`config.mk`:
```
export PLATFORM = sky130hd
export DESIGN_NAME = cursor_list_engine
export DESIGN_NICKNAME = d
export VERILOG_FILES = /design/src/hw/rtl/cle_pkg.sv /design/src/hw/rtl/cle_ram.sv /design/src/hw/rtl/cle_ctrl.sv /design/src/hw/rtl/cle_dpath.sv /design/src/hw/rtl/cursor_list_engine.sv
export SDC_FILE = /design/constraint.sdc
export NUM_CORES = 2
export LEC_CHECK = 0
export BUFFER_PORTS_ARGS = -buffer_cell sky130_fd_sc_hd__buf_2
export CORE_MARGIN = 1
export CORE_UTILIZATION = 53
export CTS_CLUSTER_DIAMETER = 60
export DETAILED_ROUTE_END_ITERATION = 8
export GPL_TIMING_DRIVEN = 0
export MAX_ROUTING_LAYER = met4
export PLACE_DENSITY = 0.69
export SLEW_MARGIN = 0
export SYNTH_ARGS = -nofsm -noshare
export SYNTH_HDL_FRONTEND = slang
export SYNTH_HIERARCHICAL = 1
export SYNTH_SLANG_ARGS = --single-unit
```
`constraint.sdc`:
```
create_clock -name clk -period 17.7 [get_ports clk]
set_input_delay 3.54 -clock clk [delete_from_list [all_inputs] [get_ports clk]]
set_output_delay 3.54 -clock clk [all_outputs]
set_load 0.1 [all_outputs]
```
`src/hw/rtl/cle_pkg.sv`:
```
// shared codes, widths and controller/datapath interface types for the cursor list engine
package cle_pkg;

  // element and field widths
  localparam int VAL_W = 32;
  localparam int ACT_W = 4;
  localparam int ST_W  = 2;

  // action codes
  localparam logic [ACT_W-1:0] ACT_READ       = 4'd0;
  localparam logic [ACT_W-1:0] ACT_APPEND     = 4'd1;
  localparam logic [ACT_W-1:0] ACT_PREPEND    = 4'd2;
  localparam logic [ACT_W-1:0] ACT_INS_BEFORE = 4'd3;
  localparam logic [ACT_W-1:0] ACT_INS_AFTER  = 4'd4;
  localparam logic [ACT_W-1:0] ACT_DEL_FRONT  = 4'd5;
  localparam logic [ACT_W-1:0] ACT_DEL_BACK   = 4'd6;
  localparam logic [ACT_W-1:0] ACT_DEL_CURSOR = 4'd7;
  localparam logic [ACT_W-1:0] ACT_MV_FRONT   = 4'd8;
  localparam logic [ACT_W-1:0] ACT_MV_BACK    = 4'd9;
  localparam logic [ACT_W-1:0] ACT_MV_PREV    = 4'd10;
  localparam logic [ACT_W-1:0] ACT_MV_NEXT    = 4'd11;
  localparam logic [ACT_W-1:0] ACT_CLEAR      = 4'd12;

  // result status codes
  localparam logic [ST_W-1:0] STAT_OK    = 2'd0;
  localparam logic [ST_W-1:0] STAT_EMPTY = 2'd1;
  localparam logic [ST_W-1:0] STAT_NOCUR = 2'd2;
  localparam logic [ST_W-1:0] STAT_FULL  = 2'd3;

  // commands from controller to datapath
  typedef struct packed {
    logic load_item;
    logic plan;
    logic shift_rd;
    logic wr_val;
    logic rd_front;
    logic rd_back;
    logic rd_cur;
    logic cap_front;
    logic cap_back;
    logic cap_cur;
    logic load_out;
  } cmd_t;

  // status from datapath to controller
  typedef struct packed {
    logic plan_moves;
    logic plan_ins;
    logic ins_q;
    logic sh_last;
  } stat_t;

endpackage

```
`src/hw/rtl/cle_ram.sv`:
```
// generic single write port, single read port ram with registered read data
module cle_ram #(
  parameter int WIDTH = 32,
  parameter int DEPTH = 64,
  localparam int ADDR_W = $clog2(DEPTH)
) (
  input  logic              clk,
  input  logic              we,
  input  logic [ADDR_W-1:0] waddr,
  input  logic [WIDTH-1:0]  wdata,
  input  logic              re,
  input  logic [ADDR_W-1:0] raddr,
  output logic [WIDTH-1:0]  rdata
);

  logic [WIDTH-1:0] mem [DEPTH];

  // write port and registered read port
  always_ff @(posedge clk) begin
    if (we) begin
      mem[waddr] <= wdata;
    end
    if (re) begin
      rdata <= mem[raddr];
    end
  end

endmodule

```
`src/hw/rtl/cle_ctrl.sv`:
```
// sequencing state machine for the cursor list engine
module cle_ctrl (
  input  logic           clk,
  input  logic           rst,
  input  logic           s_tvalid,
  output logic           s_tready,
  output logic           m_tvalid,
  input  logic           m_tready,
  input  cle_pkg::stat_t stat,
  output cle_pkg::cmd_t  cmd
);

  typedef enum logic [3:0] {
    S_IDLE,
    S_PLAN,
    S_SHIFT,
    S_DRAIN,
    S_WRVAL,
    S_RD0,
    S_RD1,
    S_RD2,
    S_RD3,
    S_OUT
  } state_t;

  state_t state;
  logic   out_free;

  assign out_free = !m_tvalid || m_tready;

  // command decode from state
  always_comb begin
    cmd           = '0;
    cmd.load_item = (state == S_IDLE) && s_tvalid && s_tready;
    cmd.plan      = (state == S_PLAN);
    cmd.shift_rd  = (state == S_SHIFT);
    cmd.wr_val    = (state == S_WRVAL);
    cmd.rd_front  = (state == S_RD0);
    cmd.rd_back   = (state == S_RD1);
    cmd.cap_front = (state == S_RD1);
    cmd.rd_cur    = (state == S_RD2);
    cmd.cap_back  = (state == S_RD2);
    cmd.cap_cur   = (state == S_RD3);
    cmd.load_out  = (state == S_OUT) && out_free;
  end

  // state and registered handshake outputs
  always_ff @(posedge clk) begin
    if (rst) begin
      state    <= S_IDLE;
      s_tready <= 1'b0;
      m_tvalid <= 1'b0;
    end else begin
      if (m_tvalid && m_tready && !cmd.load_out) begin
        m_tvalid <= 1'b0;
      end
      case (state)
        S_IDLE: begin
          if (s_tvalid && s_tready) begin
            s_tready <= 1'b0;
            state    <= S_PLAN;
          end else begin
            s_tready <= 1'b1;
          end
        end
        S_PLAN: begin
          if (stat.plan_moves) begin
            state <= S_SHIFT;
          end else if (stat.plan_ins) begin
            state <= S_WRVAL;
          end else begin
            state <= S_RD0;
          end
        end
        S_SHIFT: begin
          if (stat.sh_last) begin
            state <= S_DRAIN;
          end
        end
        S_DRAIN: begin
          state <= stat.ins_q ? S_WRVAL : S_RD0;
        end
        S_WRVAL: begin
          state <= S_RD0;
        end
        S_RD0: begin
          state <= S_RD1;
        end
        S_RD1: begin
          state <= S_RD2;
        end
        S_RD2: begin
          state <= S_RD3;
        end
        S_RD3: begin
          state <= S_OUT;
        end
        S_OUT: begin
          if (out_free) begin
            m_tvalid <= 1'b1;
            s_tready <= 1'b1;
            state    <= S_IDLE;
          end
        end
        default: begin
          state <= S_IDLE;
        end
      endcase
    end
  end

endmodule

```
`src/hw/rtl/cle_dpath.sv`:
```
// list state, element ram, shift sequencing and result register
module cle_dpath #(
  parameter int CAPACITY = 64,
  localparam int CNT_W  = $clog2(CAPACITY + 1),
  localparam int POS_W  = $clog2(CAPACITY),
  localparam int OUT_W  = cle_pkg::ST_W + CNT_W + 1 + POS_W + 3 * cle_pkg::VAL_W,
  localparam int OUT_TW = ((OUT_W + 7) / 8) * 8
) (
  input  logic                      clk,
  input  logic                      rst,
  input  cle_pkg::cmd_t             cmd,
  output cle_pkg::stat_t            stat,
  input  logic [cle_pkg::ACT_W-1:0] in_action,
  input  logic [cle_pkg::VAL_W-1:0] in_value,
  output logic [OUT_TW-1:0]         out_data
);

  // latched item
  logic [cle_pkg::ACT_W-1:0] act_q;
  logic [cle_pkg::VAL_W-1:0] val_q;

  // list state
  logic [CNT_W-1:0] len;
  logic [POS_W-1:0] cpos;
  logic             cdef;
  logic [cle_pkg::ST_W-1:0] st_q;

  // shift sequencer
  logic             ins_q;
  logic [POS_W-1:0] rd_ptr;
  logic [POS_W-1:0] sh_stop;
  logic [POS_W-1:0] val_addr;
  logic             wr_pend;
  logic [POS_W-1:0] wr_addr;

  // captured values
  logic [cle_pkg::VAL_W-1:0] front_q;
  logic [cle_pkg::VAL_W-1:0] back_q;
  logic [cle_pkg::VAL_W-1:0] curv_q;

  // plan signals
  logic             empty;
  logic             full;
  logic             is_cur_op;
  logic             is_pos_op;
  logic             is_ins_op;
  logic [CNT_W-1:0] cpos_w;
  logic [CNT_W-1:0] last;
  logic [cle_pkg::ST_W-1:0] p_st;
  logic [CNT_W-1:0] n_len;
  logic [POS_W-1:0] n_cpos;
  logic             n_cdef;
  logic             p_ins;
  logic             p_del;
  logic [CNT_W-1:0] p_pos;
  logic [CNT_W-1:0] p_start;
  logic [CNT_W-1:0] p_stop;
  logic             p_moves;

  // ram ports
  logic                      ram_we;
  logic [POS_W-1:0]          ram_waddr;
  logic [cle_pkg::VAL_W-1:0] ram_wdata;
  logic                      ram_re;
  logic [POS_W-1:0]          ram_raddr;
  logic [cle_pkg::VAL_W-1:0] ram_rdata;
  logic [POS_W-1:0]          back_addr;

  // error checks on the current state
  assign empty     = (len == '0);
  assign full      = (len == CNT_W'(CAPACITY));
  assign is_cur_op = (act_q == cle_pkg::ACT_INS_BEFORE) || (act_q == cle_pkg::ACT_INS_AFTER) ||
                     (act_q == cle_pkg::ACT_DEL_CURSOR);
  assign is_pos_op = (act_q >= cle_pkg::ACT_INS_BEFORE) && (act_q <= cle_pkg::ACT_MV_NEXT);
  assign is_ins_op = (act_q >= cle_pkg::ACT_APPEND) && (act_q <= cle_pkg::ACT_INS_AFTER);
  assign cpos_w    = CNT_W'(cpos);
  assign last      = len - CNT_W'(1);

  // next list state and cell to open or close
  always_comb begin
    p_st   = cle_pkg::STAT_OK;
    n_len  = len;
    n_cpos = cpos;
    n_cdef = cdef;
    p_ins  = 1'b0;
    p_del  = 1'b0;
    p_pos  = '0;
    if (is_pos_op && empty) begin
      p_st = cle_pkg::STAT_EMPTY;
    end else if (is_cur_op && !cdef) begin
      p_st = cle_pkg::STAT_NOCUR;
    end else if (is_ins_op && full) begin
      p_st = cle_pkg::STAT_FULL;
    end else begin
      case (act_q)
        cle_pkg::ACT_APPEND: begin
          p_ins = 1'b1;
          p_pos = len;
          n_len = len + CNT_W'(1);
        end
        cle_pkg::ACT_PREPEND: begin
          p_ins = 1'b1;
          n_len = len + CNT_W'(1);
          if (cdef) begin
            n_cpos = cpos + POS_W'(1);
          end
        end
        cle_pkg::ACT_INS_BEFORE: begin
          p_ins  = 1'b1;
          p_pos  = cpos_w;
          n_len  = len + CNT_W'(1);
          n_cpos = cpos + POS_W'(1);
        end
        cle_pkg::ACT_INS_AFTER: begin
          p_ins = 1'b1;
          p_pos = cpos_w + CNT_W'(1);
          n_len = len + CNT_W'(1);
        end
        cle_pkg::ACT_DEL_FRONT: begin
          p_del = 1'b1;
          n_len = last;
          if (cdef) begin
            if (cpos == '0) begin
              n_cdef = 1'b0;
            end else begin
              n_cpos = cpos - POS_W'(1);
            end
          end
        end
        cle_pkg::ACT_DEL_BACK: begin
          p_del = 1'b1;
          p_pos = last;
          n_len = last;
          if (cdef && (cpos_w == last)) begin
            n_cdef = 1'b0;
          end
        end
        cle_pkg::ACT_DEL_CURSOR: begin
          p_del  = 1'b1;
          p_pos  = cpos_w;
          n_len  = last;
          n_cdef = 1'b0;
        end
        cle_pkg::ACT_MV_FRONT: begin
          n_cdef = 1'b1;
          n_cpos = '0;
        end
        cle_pkg::ACT_MV_BACK: begin
          n_cdef = 1'b1;
          n_cpos = POS_W'(last);
        end
        cle_pkg::ACT_MV_PREV: begin
          if (cdef) begin
            if (cpos == '0) begin
              n_cdef = 1'b0;
            end else begin
              n_cpos = cpos - POS_W'(1);
            end
          end
        end
        cle_pkg::ACT_MV_NEXT: begin
          if (cdef) begin
            if ((cpos_w + CNT_W'(1)) >= len) begin
              n_cdef = 1'b0;
            end else begin
              n_cpos = cpos + POS_W'(1);
            end
          end
        end
        cle_pkg::ACT_CLEAR: begin
          n_len  = '0;
          n_cdef = 1'b0;
        end
        default: begin
        end
      endcase
    end
    // an empty list or an undefined cursor parks the cursor at zero
    if (n_len == '0) begin
      n_cdef = 1'b0;
    end
    if (!n_cdef) begin
      n_cpos = '0;
    end
  end

  // range of cells to move: downward from the top on insert, upward on delete
  always_comb begin
    if (p_ins) begin
      p_start = last;
      p_stop  = p_pos;
      p_moves = (p_pos < len);
    end else begin
      p_start = p_pos + CNT_W'(1);
      p_stop  = last;
      p_moves = p_del && ((p_pos + CNT_W'(1)) < len);
    end
  end

  assign stat.plan_moves = p_moves;
  assign stat.plan_ins   = p_ins;
  assign stat.ins_q      = ins_q;
  assign stat.sh_last    = (rd_ptr == sh_stop);

  // ram port selection
  assign back_addr = POS_W'(last);
  assign ram_re    = cmd.shift_rd || cmd.rd_front || cmd.rd_back || cmd.rd_cur;
  always_comb begin
    if (cmd.shift_rd) begin
      ram_raddr = rd_ptr;
    end else if (cmd.rd_front) begin
      ram_raddr = '0;
    end else if (cmd.rd_back) begin
      ram_raddr = back_addr;
    end else begin
      ram_raddr = cpos;
    end
  end
  assign ram_we    = wr_pend || cmd.wr_val;
  assign ram_waddr = wr_pend ? wr_addr : val_addr;
  assign ram_wdata = wr_pend ? ram_rdata : val_q;

  cle_ram #(
    .WIDTH (cle_pkg::VAL_W),
    .DEPTH (CAPACITY)
  ) u_ram (
    .clk   (clk),
    .we    (ram_we),
    .waddr (ram_waddr),
    .wdata (ram_wdata),
    .re    (ram_re),
    .raddr (ram_raddr),
    .rdata (ram_rdata)
  );

  // control registers: list state and pending shift write
  always_ff @(posedge clk) begin
    if (rst) begin
      len     <= '0;
      cpos    <= '0;
      cdef    <= 1'b0;
      wr_pend <= 1'b0;
    end else begin
      wr_pend <= cmd.shift_rd;
      if (cmd.plan) begin
        len  <= n_len;
        cpos <= n_cpos;
        cdef <= n_cdef;
      end
    end
  end

  // payload registers
  always_ff @(posedge clk) begin
    if (cmd.load_item) begin
      act_q <= in_action;
      val_q <= in_value;
    end
    if (cmd.plan) begin
      st_q     <= p_st;
      ins_q    <= p_ins;
      rd_ptr   <= POS_W'(p_start);
      sh_stop  <= POS_W'(p_stop);
      val_addr <= POS_W'(p_pos);
    end
    if (cmd.shift_rd) begin
      rd_ptr  <= ins_q ? (rd_ptr - POS_W'(1)) : (rd_ptr + POS_W'(1));
      wr_addr <= ins_q ? (rd_ptr + POS_W'(1)) : (rd_ptr - POS_W'(1));
    end
    if (cmd.cap_front) begin
      front_q <= ram_rdata;
    end
    if (cmd.cap_back) begin
      back_q <= ram_rdata;
    end
    if (cmd.cap_cur) begin
      curv_q <= ram_rdata;
    end
    if (cmd.load_out) begin
      out_data <= OUT_TW'({
        cdef ? curv_q : '0,
        empty ? '0 : back_q,
        empty ? '0 : front_q,
        cdef ? cpos : '0,
        cdef,
        len,
        st_q
      });
    end
  end

endmodule

```
`src/hw/rtl/cursor_list_engine.sv`:
```
// top level of the cursor list engine: bounded list of 32-bit values with one cursor
//
//   channel  dir  payload                                              handshake
//   s_*      in   tuser: action[3:0]; tdata: value[31:0]              tvalid/tready
//   m_*      out  tdata: status, count, cursor_valid, cursor_at,      tvalid/tready
//                 front_value, back_value, cursor_value (low first)
//
// one item at a time: plan, shift of k cells when cells move (k up to CAPACITY-1), write of the
// value for an insert, reads of front, back and cursor; the single ram write port moves one cell a cycle
// a finished result waits in the output register while the next beat is taken in
// output stall holds the block in its last step until the result register frees
// rst is synchronous and active high; the element ram is not cleared
module cursor_list_engine #(
  parameter int CAPACITY = 64,
  localparam int CNT_W  = $clog2(CAPACITY + 1),
  localparam int POS_W  = $clog2(CAPACITY),
  localparam int OUT_W  = cle_pkg::ST_W + CNT_W + 1 + POS_W + 3 * cle_pkg::VAL_W,
  localparam int OUT_TW = ((OUT_W + 7) / 8) * 8
) (
  input  logic                      clk,
  input  logic                      rst,
  input  logic                      s_tvalid,
  output logic                      s_tready,
  input  logic [cle_pkg::VAL_W-1:0] s_tdata,  // value
  input  logic [cle_pkg::ACT_W-1:0] s_tuser,  // action
  output logic                      m_tvalid,
  input  logic                      m_tready,
  // status, count, cursor_valid, cursor_at, front_value, back_value, cursor_value, zero pad
  output logic [OUT_TW-1:0]         m_tdata
);

  cle_pkg::cmd_t  cmd;
  cle_pkg::stat_t stat;

  // controller
  cle_ctrl u_ctrl (
    .clk      (clk),
    .rst      (rst),
    .s_tvalid (s_tvalid),
    .s_tready (s_tready),
    .m_tvalid (m_tvalid),
    .m_tready (m_tready),
    .stat     (stat),
    .cmd      (cmd)
  );

  // datapath
  cle_dpath #(
    .CAPACITY (CAPACITY)
  ) u_dpath (
    .clk       (clk),
    .rst       (rst),
    .cmd       (cmd),
    .stat      (stat),
    .in_action (s_tuser),
    .in_value  (s_tdata),
    .out_data  (m_tdata)
  );

endmodule

```
==> impl_results.md <==
- Status: finished with violations
- Failing checks: capacitance limit, slew limit
- Hold WC Path Type: reg -> reg
- Core region area: between 0.15 and 0.2 mm2
- Share of the synthesized area in the top cell type: 0.766
- Met2 WL: between 100 and 150 mm
- Hold Buf Count CTS: 0
- Mux contribution to synthesized area: 0.149
- Die area: about 0.18 mm2
- 1st-pass router iterations: 8
- DIE WIDTH: 419 um
- Syn nets: 4398
- Count leader, synth: edfxtp_1
- Most frequently used flop master after synthesis: edfxtp_1
- Critical Path Start Type: register
- Share of layout cells above drive strength 1: 0.273
- P&R area growth vs syn: 14.8%
- Terminus of the critical flop-to-flop path: u_dpath/u_ram/rdata[13]
- WL per Instance: 37.9 um
- GRT Total Usage: 0.330
- Hold Crit Depth: 0
- Setup_tns: 0 ps
- CTS resizes: 0
- Fin. Hold Viols: 0
- PwrDens: roughly 120 mW/mm2
- Ys Warns: 6
- Clock Path Buffers: 3
- GR Overflow Total: 0
- M1 WL: 95.0 mm
- RSZ-0062 raised after global routing: no
- R2r worst-path depth: 16
- Seq/Total Area, Yosys: 0.771
- GPL Wtd Cong: 0.941
- First-pass GRT wire length: approximately 380 mm
- # fillers: roughly 12k
- Netlist cell types: 83
- CTS root buf: clkbuf_16
- Top cells by area, synth: edfxtp_1 77%, mux4_2 13%, mux2i_1 1.1%
- Worst Skew: 39.2 ps
- Htree depth: 4
- Final Slew Violations: 22
- Post-DP Area: between 0.09 and 0.1 mm2
- Critical path startpoint: u_dpath/len[1]
- VDD IR max: slightly below 0.0001 V
- Synth Area in Adders: 0.00443
- Dpl hpwl: about 180 mm
- # rows: between 150 and 200
- Clock-pin slew on the worst setup and hold paths: about 60 ps
- # nets final: ~4.9k
- CP Capture Type: register
- Post-synth top cells: 2351 x edfxtp_1, 544 x mux4_2, 188 x nor2_1
- Hold_sp: u_dpath/st_q[0]
- Largest family of logic cells by synthesized area: multiplexers
- Mapped Cells: 4326
- Mapped Avg Cell Area: between 20 and 25 um2
- TritonCTS Buffers: about 230
- Dominant cell type by area after synthesis: edfxtp_1
- Clk_lat worst skew: roughly 900 ps
- Post-synthesis compound-gate area fraction: 0.0272
- Antenna-violating nets left: 0
- R2r startpoint: u_dpath/len[1]
- DRT iter0 DRCs: 7717
- DR DRC count: 0
- Number of max-cap violations: 2
- Via/cell ratio: roughly 6.8
- Slew HR: -0.0199
- Post-CTS setup buffers: 0
- Max Used Layer: met4
- Post-layout instance area: between 0.1 and 0.15 mm2
- Vias after detailed routing: approximately 50k
- Max Fclk: between 150 and 200 MHz
- # clock sinks: around 2.4k
- Setup CP Type: reg -> reg
- Hold Path Sink: u_dpath/out_data[0]
- Initial antenna violation count: 9
- Met3 Wirelength: 38.6 mm
- Critical Path RT: ~18000 ps
- Port bufs: 153
- CP arrival: roughly 6900 ps
- Final WL: around 280 mm
- DIE HEIGHT: 419 um
- Synth Cell Area: between 0.09 and 0.1 mm2
- Ys async rst share: 0
- Post-synthesis register bit count: ~2.4k
- Leak: around 32 nW
- XOR/XNOR Fraction of Synth Area: 0.00361
- CP max FO: 10
- Vias in the first global route: 47.7k
- Worst-margin pin slew: around 1500 ps
- R2R Setup Slk: approximately 11000 ps
- Starting Density: 0.536
- Post-synth EDFFs: roughly 2.4k
- # IOs: 154
- Fin crit period: approximately 6300 ps
- Period utilisation layout: 0.355
- Largest net degree at the start of global routing: 65
- Simple-Gate Fraction of Synth Area: 0.0310
- CTS tree: built
- Final setup fails: 0
-- kinds of logic (layout without fill, tap and decap cells) --
group | after synthesis | count (layout)
AOI/OAI and AO/OA | 376 | 376
xor gates and xnor gates | 38 | 38
adders and majority gates | 32 | 32
other | 0 | 10
buffers and inverters | 280 | 961
muxes | 685 | 685
DFF | 2372 | 2372
and+or+nand+nor | 543 | 543
-- per-layer routing --
metal	vias up	global-route usage
li1	19055	-
met1	25679	0.420
met2	3937	0.490
met3	832	0.0965
met4	0	0.160
met5	-	-
-- how the worst max path moves through the flow --
| stage | end | cells past startpoint |
|---|---|---|
| global placement | u_dpath/u_ram/rdata[13] | 17 |
| CTS | u_dpath/u_ram/rdata[13] | 15 |
| detailed placement | u_dpath/u_ram/rdata[13] | 15 |
| finish | u_dpath/u_ram/rdata[13] | 16 |
| global route | u_dpath/u_ram/rdata[13] | 16 |
| floorplan | u_dpath/out_data[0] | 2 |
-- cell type report --
cell class              count  area [um2]  share of cell area
plain buffers             253        1230              0.0116
diodes                     10        25.0            0.000236
clock inverters           141        1230              0.0117
multi-input cells        1674       20400               0.193
clock buffers             277        5970              0.0564
flip-flops and latches   2372       71000               0.671
repair buffers            263        3000              0.0284
inverters                  27         101            0.000957
well taps                2310        2890              0.0273
-- per-stage QoR --
stage,instances,power (mW),setup slack [ps],hold slack (ps),utilization
after floorplan,4326,7.62,10570,400,-
after global placement,6789,8.27,8440,406,0.557
after detailed placement,6898,8.35,11730,411,0.573
after CTS,7316,13.0,11720,424,0.615
after global routing,7321,13.3,11330,426,0.615
final,7327,13.0,11420,421,0.615
-- power by group --
part	switching [mW]	leakage, nW	internal [mW]
clock	2.10	3.50	2.62
combinational	1.18	7.57	0.515
sequential	0.0686	21.4	6.51
total	3.34	32.4	9.65
-- state kept, by name, summed over array words and instances (netlist names), 6 cells and up --
signal and flops:
u_dpath/back_q 32, u_dpath/cpos 6, u_dpath/curv_q 32, u_dpath/front_q 32, u_dpath/len 7, u_dpath/out_data 112
u_dpath/rd_ptr 6, u_dpath/sh_stop 6, u_dpath/u_ram/mem 2048, u_dpath/u_ram/rdata 32, u_dpath/val_addr 6, u_dpath/val_q 32
u_dpath/wr_addr 6
-- layout by cell type, fill, tap and decap left out, types with 25 or more instances in the layout --
| cell type | count |
|---|---|
| buf_2 | 215 |
| xnor2_1 | 27 |
| nor2_1 | 124 |
| o221ai_1 | 35 |
| buf_12 | 73 |
| buf_1 | 29 |
| edfxtp_1 | 2351 |
| and2_1 | 40 |
| mux2i_1 | 101 |
| clkbuf_16 | 232 |
| inv_1 | 25 |
| clkinv_1 | 59 |
| nor2b_1 | 88 |
| o21ai_0 | 31 |
| buf_4 | 38 |
| clkinv_2 | 41 |
| mux2_2 | 28 |
| mux4_2 | 544 |
| o22ai_1 | 87 |
| nand2_1 | 67 |
| nor2_4 | 64 |
| clkbuf_1 | 161 |
| ha_1 | 31 |
| a21oi_1 | 108 |
-- worst max-delay path: stages (launching register included) --
cell and delay [ps]:
dfxtp_1 350, clkbuf_1 420, inv_1 220, ha_1 240
buf_4 180, xnor2_1 220, a21oi_1 200, a22o_1 170
clkbuf_1 400, buf_2 370, buf_2 500, buf_2 600
buf_2 540, mux2i_1 620, a21oi_1 540, a21oi_1 320
nor2_1 70
Power figures use the tool's default switching activity.
